==> src/sso_ram.sv <==
// Generic single-port-write, single-port-read RAM with registered read.
module sso_ram #(
    parameter int WIDTH = 8,
    parameter int DEPTH = 16,
    localparam int AW = $clog2(DEPTH)
) (
    input  logic             clk,
    input  logic             we,
    input  logic [AW-1:0]    waddr,
    input  logic [WIDTH-1:0] wdata,
    input  logic [AW-1:0]    raddr,
    output logic [WIDTH-1:0] rdata
);

    logic [WIDTH-1:0] mem [DEPTH];
    logic [WIDTH-1:0] rdata_reg;

    always_ff @(posedge clk)
    begin
        if (we)
        begin
            mem[waddr] <= wdata;
        end
        rdata_reg <= mem[raddr];
    end

    assign rdata = rdata_reg;

endmodule

==> config.mk <==
export PLATFORM = sky130hd
export DESIGN_NAME = sso_ram
export DESIGN_NICKNAME = d
export VERILOG_FILES = /design/src/sso_ram.sv
export SDC_FILE = /design/constraint.sdc
export NUM_CORES = 1
export LEC_CHECK = 0
export BUFFER_PORTS_ARGS = -buffer_cell sky130_fd_sc_hd__buf_2
export CORE_UTILIZATION = 30
export CTS_BUF_LIST = sky130_fd_sc_hd__clkbuf_4 sky130_fd_sc_hd__clkbuf_8
export CTS_CLUSTER_SIZE = 40
export DETAILED_ROUTE_END_ITERATION = 8
export PLACE_DENSITY = 0.54
export SETUP_SLACK_MARGIN = 0.4
export SYNTH_ARGS = -nofsm -noshare
export SYNTH_HDL_FRONTEND = slang
export SYNTH_SLANG_ARGS = --single-unit
==> constraint.sdc <==
create_clock -name clk -period 2.2 [get_ports clk]
set_input_delay 0.11 -clock clk [delete_from_list [all_inputs] [get_ports clk]]
set_output_delay 0.11 -clock clk [all_outputs]
set_load 0.02 [all_outputs]
==> flow_summary.yaml <==
outcome:
  status: "complete, no violations"
layout:
  seqCellArea_um2: 4000
  finish.instance_area_um2: 6070
  largest_reg_flops: 128
  num-fill-cells: 1525
  syn_to_final_growth_pct: 17.9
  fin_nets: 300
  multi_input_comb_area_um2: 1060
  antenna_cells: 0
  layout-drive-gt1-share: 0.322
logic_synthesis:
  ys.flop_type: "edfxtp_1"
  postSynthAreaPerCell_um2: 22.5
  synth_xor_area_frac: 0
  yosysWarnings: 0
  asyncSetResetFlopFracSynth: 0
  ys_seq_area_frac: 0.778
  synth_top_family_by_area: "multiplexers"
  ys_ff_latch: 136
  synth_fa_ha_area_frac: 0
  netlist.top_cell.by_area: "edfxtp_1"
  ys_top_cells_by_count: "edfxtp_1, mux4_2, a22oi_1"
  synth_cells: 229
  synthMuxAreaShare: 0.150
  synth_simple_gate_area_frac: 0.0318
  synth.most_common_cell: "edfxtp_1"
  syn-num-nets: 247
  synth_edf_count: 128
  synth_compound_area_frac: 0.0233
  yosys-top-cells-area: "edfxtp_1, mux4_2, mux4_1"
  syn_area_um2: 5150
  synth_top_area_frac: 0.747
  synth.distinct_cells: 19
global_routing:
  met2_usage: 0.197
  globalRouteMet1Util: 0.169
  overflow: 0
  antenna_found_initial: 1
  grt_pass1_vias: 2643
  top_usage_layer: "met2"
  grt_pass1_wl_um: 15900
  globalRouteMet3Util: 0.0448
  grt_max_degree: 33
  track_usage: 0.129
die:
  rows: 47
  core_um2: 16600
  io-pin-count: 26
  die_y_um: 133
  dieWidth_um: 133
  initial_utilization: 0.309
  die_area_um2: 17700
timing:
  relSlewSlack: 0.490
  min_period_ns: 1.35
  fin_skew_ns: 0.0124
  setup_viol: 0
  tightestPinTransition_ns: 0.763
  fin_setup_tns_ns: 0
  hold_violations: 0
  fmax_mhz: 739
  final_max_slew_viol_count: 0
  finalCritPeriodShare: 0.615
  rsz0062_at_grt: "false"
cts:
  cts_hold_buf: 0
  ctsRootBufferMaster: "clkbuf_8"
  cts_max_path_buffers: 2
  cts_made_buffers: 17
  postCtsSetupBuffers: 0
  clock_latency_ns: 0.43
  cts.sinks: 136
  htreeDepth: 4
  cts_resized: 0
  tritoncts: "built"
  cts.clk_slew.worst_paths_ns: 0.07
setup_path:
  crit_chain: "mux4_1, a22oi_1, nand2_1"
  crit_path_start_kind: "flip-flop"
  arrival_ns: 1.66
  critPathRequiredTime_ns: 2.51
  critPathLaunch: "mem[1][3]$_DFFE_PP_"
  r2r_slack_ns: 0.85
  critPathCapture: "rdata[3]$_DFF_P_"
  slowest_stage: "mux4_1"
  criticalPathCategory: "flip-flop to flip-flop"
  crit_path_max_fanout: 1
  slowest_delay_ns: 0.51
  cp-end-kind: "flip-flop"
  r2r-end: "rdata[3]$_DFF_P_"
  worstReg2RegStart: "mem[1][3]$_DFFE_PP_"
  r2r_cells: 3
power_and_ir_drop:
  sw_frac_of_total: 0.198
  p_clk_frac: 0.410
  power_density_nw_per_um2: 893
  power_switching_w: 0.00107
  vdd_drop_max_v: 0.000383
  seqPwrFrac: 0.537
  internal-power_w: 0.00435
  finalPower_w: 0.00542
  power.leakage_nw: 2.03
  p_comb_frac: 0.053
routing:
  vias: 2410
  drt_pass1_iterations: 4
  drt_iter0_markers: 286
  postRouteWirelength_um: 10400
  wl_per_cell_um: 20.2
  drc: 0
  detail_route.vias_per_cell: 4.68
  ant_nets: 0
place:
  gp_congestion: 0.688
  portBuffers: 25
  placed_cell_area_um2: 5630
  dp_hpwl_um: 6430
flow_run:
  max_cap_violations: 0
hold_path:
  hold_path.class: "input pin to flip-flop"
## cell usage in the layout (no fill, tap or decap)
cell type / Yosys / routed
nand2_1: 9 / 9
nand2b_1: 2 / 2
dfxtp_1: 8 / 8
buf_2: 3 / 25
edfxtp_1: 128 / 128
buf_12: 0 / 2
nor2_1: 13 / 13
buf_4: 1 / 17
clkbuf_4: 0 / 4
nor2b_1: 1 / 1
mux4_1: 14 / 14
clkbuf_8: 0 / 19
clkinvlp_4: 0 / 2
nor3_1: 4 / 4
a22oi_1: 16 / 16
mux4_2: 18 / 18
nand3b_1: 2 / 2
and2b_1: 1 / 1
bufinv_16: 0 / 4
and2_1: 1 / 1
nand3_1: 1 / 1
clkinv_2: 0 / 3
or3b_2: 1 / 1
## stage by stage
stage	util	setup WS [ns]	cells	hold WS (ns)
after CTS	0.365	0.800	515	0.0218
after detailed placement	0.338	0.564	483	0.506
after global routing	0.365	0.759	515	0.0265
after global placement	0.338	0.594	483	0.498
final	0.365	0.846	515	0.0571
after floorplan	-	0.597	229	0.209
## critical path, delay by kind of cell (launching register included)
family / cells / cell delay, ns
AOI/OAI and AO/OA: 1 / 0.28
and+or+nand+nor: 1 / 0.10
DFF: 1 / 0.36
muxes: 1 / 0.51
## per-layer routing
metal	up-vias	part of all wire	wire, um
li1	1078	-	-
met1	1257	0.44	4600
met3	8	0.062	647
met2	65	0.49	5070
met4	2	0.0085	89
met5	-	0.0015	16
## power groups by stage
stage          logic, W  clock network [W]  registers (W)
6_report       0.000285            0.00222        0.00291
5_1_grt        0.000312            0.00239        0.00292
4_1_cts        0.000293            0.00228        0.00292
3_5_place_dp   0.000293                  0        0.00297
3_3_place_gp   0.000286                  0        0.00297
2_1_floorplan  0.000147                  0        0.00298
## worst min-delay path by stage
stage | end | start | cells after the start
global route | mem[3][4]$_DFFE_PP_ | wdata[4] | 1
finish | mem[13][5]$_DFFE_PP_ | wdata[5] | 1
floorplan | mem[0][0]$_DFFE_PP_ | wdata[0] | 0
CTS | mem[3][4]$_DFFE_PP_ | wdata[4] | 1
global placement | mem[2][4]$_DFFE_PP_ | wdata[4] | 1
detailed placement | mem[13][5]$_DFFE_PP_ | wdata[5] | 1
## cell families (layout without fill, tap and decap cells)
logic type      after synthesis  after routing
mux                          32             32
simple gates                 35             35
compound gates               16             16
buf+inv                      10             76
flops                       136            136
## layout make-up
type / instances / area share
Clock inverter: 9 / 0.0247
Sequential cell: 136 / 0.660
Multi-Input combinational cell: 83 / 0.174
Clock buffer: 23 / 0.0480
Timing Repair Buffer: 44 / 0.0482
Tap cell: 220 / 0.0453
No activity file was read; power rests on OpenSTA's default activity.
