## config.mk

```make
export PLATFORM = sky130hd
export DESIGN_NAME = sso_weight
export DESIGN_NICKNAME = d
export VERILOG_FILES = /design/src/sso_pkg.sv /design/src/sso_weight.sv
export SDC_FILE = /design/constraint.sdc
export NUM_CORES = 1
export LEC_CHECK = 0
export ABC_AREA = 1
export CAP_MARGIN = 0
export CORE_MARGIN = 2
export CORE_UTILIZATION = 40
export DETAILED_ROUTE_END_ITERATION = 8
export DONT_BUFFER_PORTS = 1
export PLACE_DENSITY = 0.58
export SYNTH_ARGS = -nofsm -noshare
export SYNTH_HDL_FRONTEND = slang
export SYNTH_SLANG_ARGS = --single-unit
```

## constraint.sdc

```tcl
create_clock -name clk -period 3.6 [get_ports clk]
set_input_delay 0.36 -clock clk [delete_from_list [all_inputs] [get_ports clk]]
set_output_delay 0.36 -clock clk [all_outputs]
set_load 0.02 [all_outputs]
```

## src/sso_pkg.sv

```systemverilog
// Shared types and constants of the SR/CSI slot offset allocator.
package sso_pkg;

    localparam int SR_DEPTH   = 1024;
    localparam int SR_AW      = $clog2(SR_DEPTH);
    localparam int SR_CW      = 11;
    localparam int CSI_DEPTH  = 512;
    localparam int CSI_AW     = $clog2(CSI_DEPTH);
    localparam int CSI_CW     = 10;
    localparam int MIN_RS_REPORT_GAP = 4;
    localparam int MOD_STEPS  = 11;
    localparam int SR_ENTRY_W = 16;

    typedef enum logic [1:0] {
        CMD_BUILD   = 2'd0,
        CMD_ALLOC   = 2'd1,
        CMD_RELEASE = 2'd2
    } cmd_t;

    typedef enum logic [2:0] {
        CFG_SR_PERIOD     = 3'd0,
        CFG_CSI_PERIOD    = 3'd1,
        CFG_CSI_RS_PERIOD = 3'd2,
        CFG_CSI_RS_OFFSET = 3'd3,
        CFG_SR_RES_PER    = 3'd4,
        CFG_HARQ_F1_COUNT = 3'd5,
        CFG_TDD_LEN       = 3'd6,
        CFG_UL_MASK       = 3'd7
    } cfg_idx_t;

    typedef enum logic [3:0] {
        ST_IDLE,
        ST_BUILD_SR,
        ST_BUILD_CSI,
        ST_RELEASE,
        ST_ALLOC_RD,
        ST_SR_MOD,
        ST_SCAN_RD,
        ST_SCAN_START,
        ST_SCAN_WAIT,
        ST_CMP_RD,
        ST_CMP_WR,
        ST_RESULT
    } state_t;

    typedef struct packed {
        logic [1:0] command;
        logic [5:0] rel_sr_res_id;
        logic [9:0] rel_sr_offset;
        logic       rel_has_csi;
        logic [8:0] rel_csi_offset;
    } in_t;

    typedef struct packed {
        logic        ok;
        logic [5:0]  sr_res_id;
        logic [9:0]  sr_offset;
        logic        csi_valid;
        logic [8:0]  csi_offset;
        logic [10:0] sr_free_count;
        logic [9:0]  csi_free_count;
    } out_t;

    typedef struct packed {
        logic       start;
        logic [9:0] off;
    } wgt_req_t;

    typedef struct packed {
        logic        done;
        logic [10:0] weight;
        logic [9:0]  off_mod;
    } wgt_rsp_t;

endpackage

```

## src/sso_weight.sv

```systemverilog
// Iterative CSI offset weight unit: two bit-serial remainder lanes.
module sso_weight
    import sso_pkg::*;
(
    input  logic       clk,
    input  logic       rst_n,
    input  wgt_req_t   req,
    input  logic [9:0] rs_offset,
    input  logic [9:0] rs_period,
    input  logic [9:0] low,
    input  logic [9:0] sr_mod,
    output wgt_rsp_t   rsp
);

    logic [10:0] a_reg, a_next;
    logic [10:0] b_reg, b_next;
    logic [9:0]  rema_reg, rema_next;
    logic [9:0]  remb_reg, remb_next;
    logic        neg_reg;
    logic [3:0]  cnt_reg;
    logic        busy_reg;
    logic        done_reg;
    logic [11:0] v;
    logic [11:0] mag;
    logic [10:0] ta, tb;
    logic [9:0]  ra;

    always_comb
    begin
        v   = {2'b00, req.off} - {2'b00, rs_offset} - 12'(MIN_RS_REPORT_GAP);
        mag = v[11] ? (12'd0 - v) : v;
        ta  = {rema_reg, a_reg[10]};
        tb  = {remb_reg, b_reg[10]};
        a_next = {a_reg[9:0], 1'b0};
        b_next = {b_reg[9:0], 1'b0};
        rema_next = (ta >= {1'b0, rs_period}) ? 10'(ta - {1'b0, rs_period}) : ta[9:0];
        remb_next = (tb >= {1'b0, low}) ? 10'(tb - {1'b0, low}) : tb[9:0];
        ra = (neg_reg && rema_reg != 10'd0) ? (rs_period - rema_reg) : rema_reg;
        rsp.done    = done_reg;
        rsp.weight  = {1'b0, ra} + ((sr_mod == remb_reg) ? {1'b0, rs_period} : 11'd0);
        rsp.off_mod = remb_reg;
    end

    always_ff @(posedge clk or negedge rst_n)
    begin
        if (!rst_n)
        begin
            a_reg    <= '0;
            b_reg    <= '0;
            rema_reg <= '0;
            remb_reg <= '0;
            neg_reg  <= 1'b0;
            cnt_reg  <= '0;
            busy_reg <= 1'b0;
            done_reg <= 1'b0;
        end
        else
        begin
            done_reg <= 1'b0;
            if (req.start)
            begin
                a_reg    <= mag[10:0];
                b_reg    <= {1'b0, req.off};
                rema_reg <= '0;
                remb_reg <= '0;
                neg_reg  <= v[11];
                cnt_reg  <= '0;
                busy_reg <= 1'b1;
            end
            else if (busy_reg)
            begin
                a_reg    <= a_next;
                b_reg    <= b_next;
                rema_reg <= rema_next;
                remb_reg <= remb_next;
                cnt_reg  <= cnt_reg + 4'd1;
                if (cnt_reg == 4'(MOD_STEPS - 1))
                begin
                    busy_reg <= 1'b0;
                    done_reg <= 1'b1;
                end
            end
        end
    end

endmodule

```

==> metrics.cfg <==
[floorplan]
start_util_pct=41.1
ioPinCount=75
die_height_um=118
dieArea_um2=13900
design.core.area_um2=12600
rows=41
die_w_um=118

[routing]
routed_wl_mm=13.5
vias_per_cell=5.18
drc=0
wire_per_inst_um=14.1
postRouteAntennaNets=0
vias=4966
drt_iter0_drc=270
dr.pass1.iters=4

[placed_design]
routabilityCongestion=0.904
placed_cells=931
dpl_worst_slack_ns=-0.0720
hpwlAfterDp_mm=10.1
place_area_um2=5460
portBuffers=0

[sta]
slew_headroom_pct=28.1
hold_viol=0
setup_viol=1
fin_ws_ns=-0.00500
finalSetupTns_ns=-0.00500
fin_skew_ns=0.00440
finalCritPeriodShare_pct=100
rsz0062_at_grt=yes
worst_pin_slew_ns=1.08
layout_min_cycle_time_ns=3.61
slew_viol_final=0
timing.fmax_mhz=277

[setup_path]
worstSetupEndpointType=output pin
cpPeakStageDelay_ns=0.43
crit_slowest_cell=dfrtp_2
cp_data_arrival_time_ns=3.25
cpLargestDelayFamily=compound AO/OA/AOI/OAI gates
worstPathMaxFanout=4
required_ns=3.24
critPathBufInv=2
cp_cell_sequence=ha_4 > inv_4 > fa_2 > xnor2_2 > o21ai_1 > ha_1 > a21oi_2 > nand2_2 > a21oi_2 > o21bai_2 > nand2_1 > nand2_2 > a21oi_2 > o21ai_1 > a21oi_1 > inv_1 > nand2_2 > nand2_4
startpoint_type=register
setup.worst_path.class=register to output pin

[cells_and_area]
area_delta_synth_final_pct=15.2
instances_no_fill=959
fillers=1296
final_area_um2=5970
drive_gt1_share_pct=16.1
n_antenna_cell=0
fin_nets=898

[power]
p_sw_share_pct=49.2
ir_drop_uv=267
pwr-share-comb_pct=67.5
power_leakage_nw=3.06
clockPowerShare_pct=11.7
power_mw=4.04
power.switching_mw=1.99
internal-power_mw=2.05
powerDensity_nw_per_um2=677
p_seq_share_pct=20.7

[grt]
antenna_found_initial=0
grt.overflow.total=0
grt_pass1_wl_mm=21.9
grt.total_usage_pct=18.9
grt_pass1_vias=4620
grt_max_degree=50

[clocking]
cts_tree=done
clk_latency_ns=0.29
cts_max_level=2
cts-root-buf=clkbuf_16
cts.sinks=49
clk_pin_slew_ns=0.07
cts_buffer_depth=2
numCtsBuffers=5

[synthesis]
synth_flop_cell=dfrtp_1
ys_top_cells_by_count=nand2_1 (148), inv_1 (127), nor2_1 (63), o21ai_0 (58), ha_1 (54)
synth_edf_count=0
postSynthCellCount=756
yosys.area.top_type_share_pct=23.7
async_reset_ff_share_pct=100
synth_area_um2=5180
synth_fp_nets=868
avgSynthCellArea_um2=6.85
synth.most_common_cell=nand2_1
yosys.area.top_type=dfrtp_1
yosys_warnings=0
yosys-top-cells-area=dfrtp_1 (24%), ha_1 (13%), nand2_1 (11%)
ys_seq_area_share_pct=23.7
ys_ff_latch=49
yosys.cell_types.count=46

[outcome]
violations=negative setup slack
status=complete, but fails checks

[flow_run]
max_cap_violations=0

[worst_hold_path]
min_path_type=input pin to register

[cells in the final DEF, fill, tap and decap left out, types with 7 or more instances in the layout]
master	n
nor3_1	7
nand3_2	11
nor2_1	62
o22ai_1	19
o21ai_1	15
a21oi_1	40
buf_4	36
inv_1	124
o21ai_0	49
xor2_1	24
nand4_1	8
xnor2_1	8
dfrtp_1	47
nand2_2	18
ha_1	50
nand3_1	34
a21oi_2	9
nand2_1	140
[worst paths after layout]
| path | cells past startpoint | end | slack [ns] | from |
|---|---|---|---|---|
| max in group asynchronous | 2 | rema_reg[3] | 2.76 | rst_n |
| min reg2reg | 2 | a_reg[2] | 0.48 | a_reg[2] |
| max | 18 | rsp[19] | -0.005 | rema_reg[0] |
| min | 1 | cnt_reg[2] | 0.12 | req[10] |
| min in group asynchronous | 2 | remb_reg[7] | 0.61 | rst_n |
| max reg2reg | 12 | rema_reg[4] | 0.79 | rema_reg[0] |
[cells by family (layout without fill, tap and decap cells)]
family          Yosys count  after routing  synth area share (%)
fa+ha+maj                59             59                  15.0
compound gates          162            162                  17.7
flops                    49             49                  23.7
simple gates            305            305                  27.0
xor+xnor                 33             33                  5.58
buf+inv                 148            179                  11.2
[layout make-up]
type | count | area, µm² | area share [%]
multi-input cells | 559 | 3560 | 59.7
clock inverters | 2 | 10.0 | 0.168
inverters | 131 | 494 | 8.28
clock buffers | 6 | 129 | 2.16
flip-flops and latches | 49 | 1230 | 20.6
well taps | 172 | 215 | 3.61
repair buffers | 40 | 330 | 5.54
[through the flow]
stage | hold WS [ns] | util (%)
after floorplan | 0.0644 | -
after global placement | 0.0669 | 43.3
after detailed placement | 0.0669 | 43.3
after CTS | 0.116 | 45.6
after global routing | 0.116 | 47.3
final | 0.122 | 47.3
[power groups by stage]
stage / registers (mW) / clock network (mW) / logic [mW]
CTS: 0.829 / 0.492 / 2.52
floorplan: 0.883 / 0 / 1.76
global placement: 0.831 / 0 / 2.34
detailed placement: 0.839 / 0 / 2.37
finish: 0.837 / 0.474 / 2.73
global route: 0.857 / 0.505 / 3.03
[per-layer routing]
metal | vias up | global-route usage (%) | share of wire [%]
met5 | - | 0 | 0
met4 | 0 | 3.61 | 0.67
met3 | 12 | 3.49 | 4.1
met2 | 99 | 34.0 | 50
met1 | 2315 | 23.7 | 45
li1 | 2540 | - | -
[timing repair]
action,CTS,global route
hold buffers,2,0
endpoints found under the hold margin,49,0
resized for setup,20,39
setup buffers,8,10
pin swaps,7,32
endpoints found under the setup margin,4,5
Power figures use the tool's default switching activity.
